[src/rtl/gsa_pkg.sv]
// shared constants, codes and controller/datapath interface types for the slot allocator
package gsa_pkg;

    localparam int MAX_ENTRIES = 8;
    localparam int IDX_W       = $clog2(MAX_ENTRIES);
    localparam int CNT_W       = $clog2(MAX_ENTRIES + 1);

    localparam logic [1:0] OP_REQUEST = 2'd0;
    localparam logic [1:0] OP_BEACON  = 2'd1;
    localparam logic [1:0] OP_REMOVE  = 2'd2;

    localparam logic [1:0] CFG_SLOTS     = 2'd0;
    localparam logic [1:0] CFG_BASE      = 2'd1;
    localparam logic [1:0] CFG_MIN_CAP   = 2'd2;
    localparam logic [1:0] CFG_ORDER     = 2'd3;

    localparam logic [4:0]  RST_SLOTS   = 5'd16;
    localparam logic [9:0]  RST_BASE    = 10'd60;
    localparam logic [23:0] RST_MIN_CAP = 24'd440;
    localparam logic [3:0]  RST_ORDER   = 4'd4;

    typedef struct packed {
        logic accept;
        logic walk_step;
        logic walk_end;
        logic mul;
        logic decide;
        logic emit;
        logic check_step;
        logic check_fail;
        logic check_empty;
        logic list_start;
        logic list_step;
    } cmd_t;

    typedef struct packed {
        logic [1:0] op;
        logic       walk_more;
        logic       hit;
        logic       out_free;
        logic       fit_ok;
        logic       count_zero;
        logic       list_fin;
    } stat_t;

endpackage

[src/rtl/gts_slot_allocator.sv]
// top level of the guaranteed time slot allocator: controller plus datapath
// one item at a time; the table walk touches one entry per cycle (N = entries held)
// slot request: table walk, multiply, compare, then the output register
// remove, or a request repeating its length: table walk, then the output register; unused opcode: output register only
//   beacon build: N-entry fit check, then one result per entry per cycle unless the output stalls, or one result
// reset: configuration returns to its defaults, the table is empty, no result pending
module gts_slot_allocator (
    input  logic        clk,
    input  logic        rst_n,
    input  logic        cfg_valid,
    output logic        cfg_ready,
    input  logic [1:0]  cfg_index,
    input  logic [23:0] cfg_data,
    input  logic        in_valid,
    output logic        in_ready,
    input  logic [1:0]  opcode,
    input  logic [15:0] owner_id,
    input  logic [3:0]  slot_count,
    output logic        out_valid,
    input  logic        out_ready,
    output logic [3:0]  granted_length,
    output logic        entry_valid,
    output logic [15:0] entry_owner,
    output logic [3:0]  entry_length,
    output logic [4:0]  entry_start,
    output logic [4:0]  cap_length,
    output logic        table_error,
    output logic        last
);

    gsa_pkg::cmd_t  cmd;
    gsa_pkg::stat_t stat;

    gsa_ctrl u_ctrl (
        .clk      (clk),
        .rst_n    (rst_n),
        .in_valid (in_valid),
        .in_ready (in_ready),
        .opcode   (opcode),
        .stat     (stat),
        .cmd      (cmd)
    );

    gsa_dp u_dp (
        .clk            (clk),
        .rst_n          (rst_n),
        .cfg_valid      (cfg_valid),
        .cfg_ready      (cfg_ready),
        .cfg_index      (cfg_index),
        .cfg_data       (cfg_data),
        .opcode         (opcode),
        .owner_id       (owner_id),
        .slot_count     (slot_count),
        .cmd            (cmd),
        .stat           (stat),
        .out_valid      (out_valid),
        .out_ready      (out_ready),
        .granted_length (granted_length),
        .entry_valid    (entry_valid),
        .entry_owner    (entry_owner),
        .entry_length   (entry_length),
        .entry_start    (entry_start),
        .cap_length     (cap_length),
        .table_error    (table_error),
        .last           (last)
    );

endmodule

[src/rtl/gsa_ctrl.sv]
// controller state machine sequencing table walks, the admission check and result output
module gsa_ctrl (
    input  logic               clk,
    input  logic               rst_n,
    input  logic               in_valid,
    output logic               in_ready,
    input  logic [1:0]         opcode,
    input  gsa_pkg::stat_t     stat,
    output gsa_pkg::cmd_t      cmd
);

    typedef enum logic [6:0] {
        S_IDLE   = 7'b0000001,
        S_WALK   = 7'b0000010,
        S_MUL    = 7'b0000100,
        S_DECIDE = 7'b0001000,
        S_EMIT   = 7'b0010000,
        S_CHECK  = 7'b0100000,
        S_LIST   = 7'b1000000
    } state_t;

    state_t state_reg;
    state_t state_next;

    always_ff @(posedge clk or negedge rst_n)
    begin
        if (!rst_n)
        begin
            state_reg <= S_IDLE;
        end
        else
        begin
            state_reg <= state_next;
        end
    end

    always_comb
    begin
        cmd        = '0;
        state_next = state_reg;
        in_ready   = 1'b0;
        case (state_reg)
            S_IDLE:
            begin
                in_ready = 1'b1;
                if (in_valid)
                begin
                    cmd.accept = 1'b1;
                    case (opcode)
                        gsa_pkg::OP_REQUEST: state_next = S_WALK;
                        gsa_pkg::OP_REMOVE:  state_next = S_WALK;
                        gsa_pkg::OP_BEACON:  state_next = S_CHECK;
                        default:             state_next = S_EMIT;
                    endcase
                end
            end
            S_WALK:
            begin
                if (stat.walk_more)
                begin
                    cmd.walk_step = 1'b1;
                end
                else
                begin
                    cmd.walk_end = 1'b1;
                    if (stat.op == gsa_pkg::OP_REQUEST && !stat.hit)
                    begin
                        state_next = S_MUL;
                    end
                    else
                    begin
                        state_next = S_EMIT;
                    end
                end
            end
            S_MUL:
            begin
                cmd.mul    = 1'b1;
                state_next = S_DECIDE;
            end
            S_DECIDE:
            begin
                cmd.decide = 1'b1;
                state_next = S_EMIT;
            end
            S_EMIT:
            begin
                if (stat.out_free)
                begin
                    cmd.emit   = 1'b1;
                    state_next = S_IDLE;
                end
            end
            S_CHECK:
            begin
                if (stat.walk_more)
                begin
                    if (stat.fit_ok)
                    begin
                        cmd.check_step = 1'b1;
                    end
                    else
                    begin
                        cmd.check_fail = 1'b1;
                        state_next     = S_EMIT;
                    end
                end
                else if (stat.count_zero)
                begin
                    cmd.check_empty = 1'b1;
                    state_next      = S_EMIT;
                end
                else
                begin
                    cmd.list_start = 1'b1;
                    state_next     = S_LIST;
                end
            end
            S_LIST:
            begin
                if (stat.out_free)
                begin
                    cmd.list_step = 1'b1;
                    if (stat.list_fin)
                    begin
                        state_next = S_IDLE;
                    end
                end
            end
            default:
            begin
                state_next = S_IDLE;
            end
        endcase
    end

endmodule

[src/rtl/gsa_dp.sv]
// datapath: configuration registers, slot table, walk pointers, admission math, output register
module gsa_dp (
    input  logic               clk,
    input  logic               rst_n,
    input  logic               cfg_valid,
    output logic               cfg_ready,
    input  logic [1:0]         cfg_index,
    input  logic [23:0]        cfg_data,
    input  logic [1:0]         opcode,
    input  logic [15:0]        owner_id,
    input  logic [3:0]         slot_count,
    input  gsa_pkg::cmd_t      cmd,
    output gsa_pkg::stat_t     stat,
    output logic               out_valid,
    input  logic               out_ready,
    output logic [3:0]         granted_length,
    output logic               entry_valid,
    output logic [15:0]        entry_owner,
    output logic [3:0]         entry_length,
    output logic [4:0]         entry_start,
    output logic [4:0]         cap_length,
    output logic               table_error,
    output logic               last
);

    logic [4:0]  sfs_reg;
    logic [9:0]  base_reg;
    logic [23:0] min_cap_reg;
    logic [3:0]  order_reg;

    logic [15:0] owner_mem [gsa_pkg::MAX_ENTRIES];
    logic [3:0]  len_mem   [gsa_pkg::MAX_ENTRIES];

    logic [1:0]                op_reg;
    logic [15:0]               own_reg;
    logic [3:0]                want_reg;
    logic [gsa_pkg::CNT_W-1:0] rd_reg;
    logic [gsa_pkg::CNT_W-1:0] wr_reg;
    logic [gsa_pkg::CNT_W-1:0] count_reg;
    logic signed [8:0]         cap_reg;
    logic                      hit_reg;
    logic [14:0]               prod_reg;
    logic                      neg_reg;
    logic [3:0]                res_granted_reg;
    logic [4:0]                res_cap_reg;
    logic                      res_err_reg;
    logic                      out_valid_reg;
    logic [15:0]               rd_owner_reg;
    logic [3:0]                rd_len_reg;

    logic [3:0]  granted_reg;
    logic        ent_valid_reg;
    logic [15:0] ent_owner_reg;
    logic [3:0]  ent_len_reg;
    logic [4:0]  ent_start_reg;
    logic [4:0]  cap_out_reg;
    logic        err_reg;
    logic        last_reg;

    logic [gsa_pkg::CNT_W-1:0] rd_next;
    logic [gsa_pkg::IDX_W-1:0] rd_idx;
    logic [gsa_pkg::IDX_W-1:0] wr_idx;
    logic [gsa_pkg::IDX_W-1:0] app_idx;
    logic [15:0]               rd_owner;
    logic [3:0]                rd_len;
    logic                      match;
    logic                      keep_eq;
    logic                      drop;
    logic signed [8:0]         margin;
    logic [29:0]               shifted;
    logic                      grant;
    logic [4:0]                new_cap;
    logic                      fin;
    logic                      out_free;

    assign cfg_ready = 1'b1;

    always_comb
    begin
        rd_next = rd_reg;
        if (cmd.accept || cmd.list_start)
        begin
            rd_next = '0;
        end
        else if (cmd.walk_step || cmd.check_step || cmd.list_step)
        begin
            rd_next = rd_reg + gsa_pkg::CNT_W'(1);
        end
    end

    assign rd_idx   = rd_next[gsa_pkg::IDX_W-1:0];
    assign wr_idx   = wr_reg[gsa_pkg::IDX_W-1:0];
    assign app_idx  = count_reg[gsa_pkg::IDX_W-1:0];
    assign rd_owner = rd_owner_reg;
    assign rd_len   = rd_len_reg;

    // equal-length hit keeps the entry and ends matching; any other match is dropped
    assign match   = (rd_owner == own_reg) && !hit_reg;
    assign keep_eq = match && (op_reg == gsa_pkg::OP_REQUEST) && (rd_len == want_reg);
    assign drop    = match && !keep_eq;

    assign margin  = cap_reg - $signed({5'b0, want_reg});
    assign shifted = {15'b0, prod_reg} << order_reg;
    assign grant   = (want_reg != 4'd0)
                     && (count_reg < gsa_pkg::CNT_W'(gsa_pkg::MAX_ENTRIES))
                     && !neg_reg
                     && (shifted >= {6'b0, min_cap_reg});

    assign new_cap  = cap_reg[4:0] - {1'b0, rd_len};
    assign fin      = ((rd_reg + gsa_pkg::CNT_W'(1)) == count_reg);
    assign out_free = !out_valid_reg || out_ready;

    assign stat.op         = op_reg;
    assign stat.walk_more  = (rd_reg < count_reg);
    assign stat.hit        = hit_reg;
    assign stat.out_free   = out_free;
    assign stat.fit_ok     = (cap_reg[4:0] > {1'b0, rd_len});
    assign stat.count_zero = (count_reg == '0);
    assign stat.list_fin   = fin;

    always_ff @(posedge clk or negedge rst_n)
    begin
        if (!rst_n)
        begin
            sfs_reg     <= gsa_pkg::RST_SLOTS;
            base_reg    <= gsa_pkg::RST_BASE;
            min_cap_reg <= gsa_pkg::RST_MIN_CAP;
            order_reg   <= gsa_pkg::RST_ORDER;
        end
        else if (cfg_valid)
        begin
            case (cfg_index)
                gsa_pkg::CFG_SLOTS:   sfs_reg     <= cfg_data[4:0];
                gsa_pkg::CFG_BASE:    base_reg    <= cfg_data[9:0];
                gsa_pkg::CFG_MIN_CAP: min_cap_reg <= cfg_data;
                gsa_pkg::CFG_ORDER:   order_reg   <= cfg_data[3:0];
                default:              sfs_reg     <= sfs_reg;
            endcase
        end
    end

    // slot table, compacted in place during a walk; read data follows the pointer's next value
    always_ff @(posedge clk)
    begin
        rd_owner_reg <= owner_mem[rd_idx];
        rd_len_reg   <= len_mem[rd_idx];
        if (cmd.walk_step && !drop)
        begin
            owner_mem[wr_idx] <= rd_owner;
            len_mem[wr_idx]   <= rd_len;
        end
        else if (cmd.decide && grant)
        begin
            owner_mem[app_idx] <= own_reg;
            len_mem[app_idx]   <= want_reg;
        end
    end

    always_ff @(posedge clk or negedge rst_n)
    begin
        if (!rst_n)
        begin
            op_reg          <= gsa_pkg::OP_REQUEST;
            own_reg         <= '0;
            want_reg        <= '0;
            rd_reg          <= '0;
            wr_reg          <= '0;
            count_reg       <= '0;
            cap_reg         <= '0;
            hit_reg         <= 1'b0;
            prod_reg        <= '0;
            neg_reg         <= 1'b0;
            res_granted_reg <= '0;
            res_cap_reg     <= '0;
            res_err_reg     <= 1'b0;
        end
        else
        begin
            rd_reg <= rd_next;
            if (cmd.accept)
            begin
                op_reg          <= opcode;
                own_reg         <= owner_id;
                want_reg        <= slot_count;
                wr_reg          <= '0;
                cap_reg         <= $signed({4'b0, sfs_reg});
                hit_reg         <= 1'b0;
                res_granted_reg <= '0;
                res_cap_reg     <= '0;
                res_err_reg     <= 1'b0;
            end
            if (cmd.walk_step)
            begin
                if (!drop)
                begin
                    wr_reg <= wr_reg + gsa_pkg::CNT_W'(1);
                end
                if (keep_eq)
                begin
                    hit_reg         <= 1'b1;
                    res_granted_reg <= want_reg;
                end
                if (!match)
                begin
                    cap_reg <= cap_reg - $signed({5'b0, rd_len});
                end
            end
            if (cmd.walk_end)
            begin
                count_reg <= wr_reg;
            end
            if (cmd.mul)
            begin
                prod_reg <= {10'b0, margin[4:0]} * {5'b0, base_reg};
                neg_reg  <= margin[8];
            end
            if (cmd.decide && grant)
            begin
                res_granted_reg <= want_reg;
                count_reg       <= count_reg + gsa_pkg::CNT_W'(1);
            end
            if (cmd.check_step)
            begin
                cap_reg <= cap_reg - $signed({5'b0, rd_len});
            end
            if (cmd.check_fail)
            begin
                count_reg   <= '0;
                res_cap_reg <= sfs_reg;
                res_err_reg <= 1'b1;
            end
            if (cmd.check_empty)
            begin
                res_cap_reg <= sfs_reg;
            end
            if (cmd.list_start)
            begin
                cap_reg <= $signed({4'b0, sfs_reg});
            end
            if (cmd.list_step)
            begin
                cap_reg <= $signed({4'b0, new_cap});
            end
        end
    end

    always_ff @(posedge clk or negedge rst_n)
    begin
        if (!rst_n)
        begin
            out_valid_reg <= 1'b0;
        end
        else if (cmd.emit || cmd.list_step)
        begin
            out_valid_reg <= 1'b1;
        end
        else if (out_ready)
        begin
            out_valid_reg <= 1'b0;
        end
    end

    always_ff @(posedge clk)
    begin
        if (cmd.emit)
        begin
            granted_reg   <= res_granted_reg;
            ent_valid_reg <= 1'b0;
            ent_owner_reg <= '0;
            ent_len_reg   <= '0;
            ent_start_reg <= '0;
            cap_out_reg   <= res_cap_reg;
            err_reg       <= res_err_reg;
            last_reg      <= 1'b1;
        end
        else if (cmd.list_step)
        begin
            granted_reg   <= '0;
            ent_valid_reg <= 1'b1;
            ent_owner_reg <= rd_owner;
            ent_len_reg   <= rd_len;
            ent_start_reg <= new_cap + 5'd1;
            cap_out_reg   <= fin ? new_cap : 5'd0;
            err_reg       <= 1'b0;
            last_reg      <= fin;
        end
    end

    assign out_valid      = out_valid_reg;
    assign granted_length = granted_reg;
    assign entry_valid    = ent_valid_reg;
    assign entry_owner    = ent_owner_reg;
    assign entry_length   = ent_len_reg;
    assign entry_start    = ent_start_reg;
    assign cap_length     = cap_out_reg;
    assign table_error    = err_reg;
    assign last           = last_reg;

endmodule

[config.mk]
export PLATFORM = sky130hd
export DESIGN_NAME = gts_slot_allocator
export DESIGN_NICKNAME = d
export VERILOG_FILES = /design/src/rtl/gsa_pkg.sv /design/src/rtl/gts_slot_allocator.sv /design/src/rtl/gsa_ctrl.sv /design/src/rtl/gsa_dp.sv
export SDC_FILE = /design/constraint.sdc
export NUM_CORES = 1
export LEC_CHECK = 0
export ABC_AREA = 1
export BUFFER_PORTS_ARGS = -buffer_cell sky130_fd_sc_hd__buf_2
export CORE_MARGIN = 4
export CORE_UTILIZATION = 30
export CTS_CLUSTER_DIAMETER = 80
export DETAILED_ROUTE_END_ITERATION = 10
export PLACE_DENSITY_LB_ADDON = 0.12
export SKIP_LAST_GASP = 1
export SLEW_MARGIN = 5
export SYNTH_ARGS = -nofsm -noshare
export SYNTH_HDL_FRONTEND = slang
export SYNTH_HIERARCHICAL = 1
export SYNTH_SLANG_ARGS = --single-unit
[constraint.sdc]
create_clock -name clk -period 5.9 [get_ports clk]
set_input_delay 0.295 -clock clk [delete_from_list [all_inputs] [get_ports clk]]
set_output_delay 0.295 -clock clk [all_outputs]
set_load 0.02 [all_outputs]
Word-level counts from Yosys, hierarchy flattened
Memory sizes are Yosys's and may differ from the RTL's. A register that Yosys moved wholly into a read port is not among the register bits. Index checks and enable logic that the tools add are counted.

Bits in registers: 158. Latch bits: 0. Bits in writable memories: 160. Memory bits (read-only): 0. Input port bits: 53. Output and inout port bits: 40. Memories: 2.

Add/subtract/negate cells: 7. $mul: 1. Divide/modulo/power cells: 0. Order comparisons: 4. Equal/unequal tests: 21. Shift-type cells: 1. Muxes and demuxes: 75. Bitwise gates (word level): 0. Reductions and logical operators: 39.

Memories: u_dp.owner_mem (words 8, width 16, rd ports 1, clocked after memory_dff 1, write ports 1, line gsa_dp.sv:31) `logic [15:0] owner_mem [gsa_pkg::MAX_ENTRIES];`; u_dp.len_mem (words 8, width 4, rd ports 1, clocked after memory_dff 1, write ports 1, line gsa_dp.sv:32) `logic [3:0] len_mem [gsa_pkg::MAX_ENTRIES];`.

Operators with widths (number): $mux 4 (16); $mux 7 (8); $mux 9 (6); $pmux 7 s7 (1); $mux 5 (7); $ge 30x24->1 (1); $mux 1 (30); $shl 15x4->30 (1); $sub 9x5->9 (2); $eq 16x16->1 (1); $mux 16 (1); $reduce_or 16->1 (1); $mul 5x10->15 (1); $add 4x1->4 const B (3); $pmux 6 s2 (1); $logic_and 1x1->1 (10); $eq 4x4->1 (2); $reduce_and 2->1 (4); $reduce_bool 2->1 (4); $eq 7x1->1 const B (1); $eq 7x2->1 const B (1); $eq 7x3->1 const B (1); $eq 7x4->1 const B (1); $eq 7x5->1 const B (1); other kinds (23) (43).

Logic depth before layout (Yosys ltp)
Depth in word-level cells: 12. Mapped depth: 27.

Cells and area by module
Netlist, hierarchy kept.

By module, submodules not included: gsa_dp (times used 1, cells an instance 1783, area an instance 16554.6 µm²); gsa_ctrl (times used 1, cells an instance 101, area an instance 634.4 µm²).

Worst setup path before layout
OpenSTA, ideal clock, no wires.

Path type: register -> register. Start point: register u_dp.cap_reg[0]. End point: register u_dp.prod_reg[11]. Library setup time: 0.118 ns. Arrival: 4.567 ns. Required time: 5.782 ns. Path slack: 1.215 ns. Stages on the path, launching flop included: 23. Clock period less this slack: 4.685 ns. Path through: dfrtp_1 -> inv_1 -> ha_1 -> inv_1 -> fa_1 -> a31oi_1 -> xor2_1 -> inv_1 -> nor2_1 -> fa_1 -> fa_1 -> inv_1 -> fa_1 -> inv_1 -> ha_1 -> nand2_1 -> nand2_1 -> a21oi_1 -> o21ai_0 -> a21oi_1 -> or2_2 -> nand3_1 -> nand2_1.

Word-level cells in the longest chain between the ends: 2.

Ends and longest elaborated chain: start: declaration (line gsa_dp.sv:40) `logic signed [8:0] cap_reg;`; start signal: assignment (line gsa_dp.sv:186) `cap_reg <= $signed({4'b0, sfs_reg});`; start signal: assignment (line gsa_dp.sv:205) `cap_reg <= cap_reg - $signed({5'b0, rd_len});`; start signal: assignment (line gsa_dp.sv:224) `cap_reg <= cap_reg - $signed({5'b0, rd_len});`; $sub 9x5->9 (line gsa_dp.sv:102) `assign margin = cap_reg - $signed({5'b0, want_reg});`; $mul 5x10->15 (line gsa_dp.sv:214) `prod_reg <= {10'b0, margin[4:0]} * {5'b0, base_reg};`; end signal: assignment (line gsa_dp.sv:214); end: declaration (line gsa_dp.sv:42) `logic [14:0] prod_reg;`.

No other way between the ends. A chain may end at the register's enable or synchronous reset.

Worst setup path after layout
Start point: register u_dp.cap_reg[0]. End point: register u_dp.prod_reg[12].

Same word-level chain as after synthesis.

==> metrics.md <==
| Metric | Value |
|---|---|
| Boundary Pins | 93 |
| Net Count, Synth | roughly 2000 |
| Worst-Skew Late Latency | between 0.5 and 0.6 ns |
| Post-synthesis cell area | between 0.015 and 0.02 mm² |
| Maximum clock frequency | roughly 190 MHz |
| Core area | roughly 0.057 mm² |
| Via count | 13100 |
| Comb power frac | just under 50% |
| Crit path kind | register to register |
| Clock share of power | about 22% |
| ANT cells | 0 |
| Post-CTS Resized | 0 |
| CTS Sinks | roughly 340 |
| Overflow after GRT | 0 |
| Power per Cell Area | approximately 560 mW/mm² |
| CTS H-tree depth | 2 |
| Register area share after synthesis | a little over half |
| Hold Vio Cnt, Final | 0 |
| Port Buffer Count | 91 |
| Pint | 6.49 mW |
| Worst Tran Pin Value | ~0.97 ns |
| Worst Hold Class | primary input to register |
| Worst EP arrival | around 5.8 ns |
| Slew HR | 35.0% |
| Post-route minimum period | about 5.4 ns |
| Die ar. | 0.0612 mm² |
| DRT iter0 DRCs | 806 |
| Netlist cell types | 53 |
| TritonCTS clock tree | yes |
| Largest fanout on the critical path | 7 |
| Initial core utilization | a little under a third |
| Most common cell in the netlist | nand2_1 |
| Top area cells in the synthesized netlist | edfxtp_1 30%, dfrtp_1 16%, nand2_1 7.9% |
| Worst setup SP type | register |
| Final Setup Violations | 0 |
| Num rows | 87 |
| Register share of total power | between 20 and 30% |
| Synthesized instance count | approximately 1900 |
| Antenna-violating nets left | 0 |
| Total Routed Length | just under 50000 µm |
| TNS Setup | 0 ns |
| HPWL after DPL | approximately 32000 µm |
| GPL Wtd Cong | 0.860 |
| Leakage | 8.89 nW |
| Root Buffer | clkbuf_16 |
| Gr usage total | around 16% |
| Largest net degree at the start of global routing | just over 80 |
| Syn Area/Cell | a little over 9 µm² |
| Max Slew Vio Count | 0 |
| Top cells by count, synth | 363 x nand2_1, 241 x o21ai_0, 218 x inv_1, 178 x nor2_1, 170 x edfxtp_1 |
| Worst Skew | 0.0143 ns |
| Initial DRT Pass Iterations | 5 |
| Outcome | completed |
| Cell taking the most area after synthesis | edfxtp_1 |
| Total CTS buffers | 42 |
| Routed vias/inst | 4.68 |
| EDFF count, synth | 170 |
| Clk pin slew, worst setup/hold paths | around 0.060 ns |
| Main synth FF type | edfxtp_1 |
| Synth Register Bits | roughly 340 |
| Hold Slack | roughly 0.018 ns |
| Switch Pwr | between 4 and 5 mW |
| First-pass GRT wire length | ~76000 µm |
| Die height | between 200 and 250 µm |
| Unrepaired setup endpoints after global routing | no |
| Final period util | about 90% |
| Asr flop ratio synth | a little over a third |
| Area grow syn2layout | 18.1% |
| CP Data Required Time | around 6.4 ns |
| Residual DRC | 0 |
| WL per Instance | about 17 µm |
| # Max-Cap Violations | 0 |
| Synth Warn # | 6 |
| Sw frac | between 40% and 50% |
| Share of layout cells above drive strength 1 | between 10 and 15% |
| Initial antenna violation count | 0 |
| Max IR drop VDD | approximately 0.32 mV |
| Die X | between 200 and 250 µm |
| Vias in the first global route | between 10000 and 15000 |
| Yosys top cell area share | between 20% and 30% |
| Worst Setup End Kind | register |
| Nets | 2156 |
| Max reg flops | approximately 130 |
| Clock buffer depth | 3 |
power groups by stage:
stage / logic, mW / clock network, mW / registers, mW
4_1_cts: 5.61 / 2.63 / 3.40
2_1_floorplan: 4.00 / 0 / 3.39
5_1_grt: 6.43 / 2.73 / 3.45
3_5_place_dp: 5.54 / 0 / 3.44
3_3_place_gp: 5.56 / 0 / 3.43
6_report: 5.53 / 2.53 / 3.40
per-layer routing:
layer / GRT usage (%) / vias up / routed length [µm]
met5: 0 / - / 0
met4: 4.53 / 0 / 1170
met3: 2.27 / 57 / 1820
met2: 24.5 / 241 / 21400
met1: 23.4 / 6236 / 24000
li1: - / 6573 / -
what timing repair did:
item	4_1_cts	5_1_grt
endpoints found under the hold margin	105	0
buffers inserted	0	0
hold buffers	39	0
final timing paths:
path | start | to | slack [ns] | cells past startpoint
setup / recovery | u_dp/cap_reg[0] | u_dp/prod_reg[12] | 0.55 | 24
hold / removal | owner_id[0] | u_dp/own_reg[0] | 0.02 | 3
setup reg to reg | u_dp/cap_reg[0] | u_dp/prod_reg[12] | 0.55 | 24
hold reg to reg | u_dp/entry_length[1] | u_dp/entry_length[1] | 0.46 | 2
max in group asynchronous | rst_n | u_dp/cap_reg[1] | 4.48 | 3
min in group asynchronous | rst_n | u_dp/res_cap_reg[0] | 0.32 | 2
final cells by class:
type	count	area (µm²)
Fill cell	5827	36300
Tap cell	756	946
Sequential cell	338	9090
Inverter	232	871
Clock buffer	58	1140
Timing Repair Buffer	162	1090
Multi-Input combinational cell	1237	6960
Clock inverter	20	214
worst max-delay path, stage by stage, from the launching register on:
cell	delay (ns)
dfrtp_1	0.35
inv_1	0.11
ha_1	0.16
inv_1	0.06
fa_1	0.40
a31oi_1	0.29
xor2_1	0.38
inv_1	0.22
nor2_1	0.19
fa_1	0.44
fa_1	0.54
inv_1	0.05
fa_1	0.53
inv_1	0.04
ha_1	0.34
nand2_1	0.08
nand2_1	0.11
nand2_1	0.09
nand2_1	0.07
a21oi_1	0.08
o21ai_0	0.30
a21oi_1	0.13
nand2b_1	0.16
nand3_1	0.06
nand2_1	0.06
cell usage in the layout (no fill, tap or decap), types with 24 or more instances in the layout:
| cell type | instances |
|---|---|
| nand2_1 | 363 |
| fa_1 | 26 |
| o21ai_0 | 241 |
| o21a_1 | 41 |
| buf_4 | 32 |
| nor2_1 | 168 |
| dfxtp_1 | 47 |
| a31oi_1 | 24 |
| inv_1 | 216 |
| buf_2 | 90 |
| o22ai_1 | 26 |
| ha_1 | 64 |
| dfrtp_1 | 109 |
| a21oi_1 | 58 |
| clkbuf_16 | 42 |
| dlygate4sd3_1 | 39 |
| nand3_1 | 84 |
| edfxtp_1 | 170 |
metrics by stage:
step	utilization, %	setup WS (ns)	power [mW]	cells	cell area, µm²
3_3_place_gp	32.8	0.673	8.99	2686	18600
6_report	35.9	0.549	11.5	2803	20300
4_1_cts	35.9	0.528	11.6	2803	20300
5_1_grt	35.9	0.00196	12.6	2803	20300
2_1_floorplan	-	1.22	7.39	1884	17200
3_5_place_dp	32.8	0.539	8.99	2686	18600
cell families after synthesis:
| group | Yosys count | synth area share, % |
|---|---|---|
| adders and majority gates | 90 | 7.69 |
| and+or+nand+nor | 693 | 17.0 |
| buffers and inverters | 309 | 7.08 |
| other | 1 | 0.0218 |
| DFF | 338 | 52.9 |
| AOI/OAI and AO/OA | 422 | 13.8 |
| muxes | 5 | 0.291 |
| xor gates and xnor gates | 26 | 1.32 |
(Power assumes the default switching activity.)
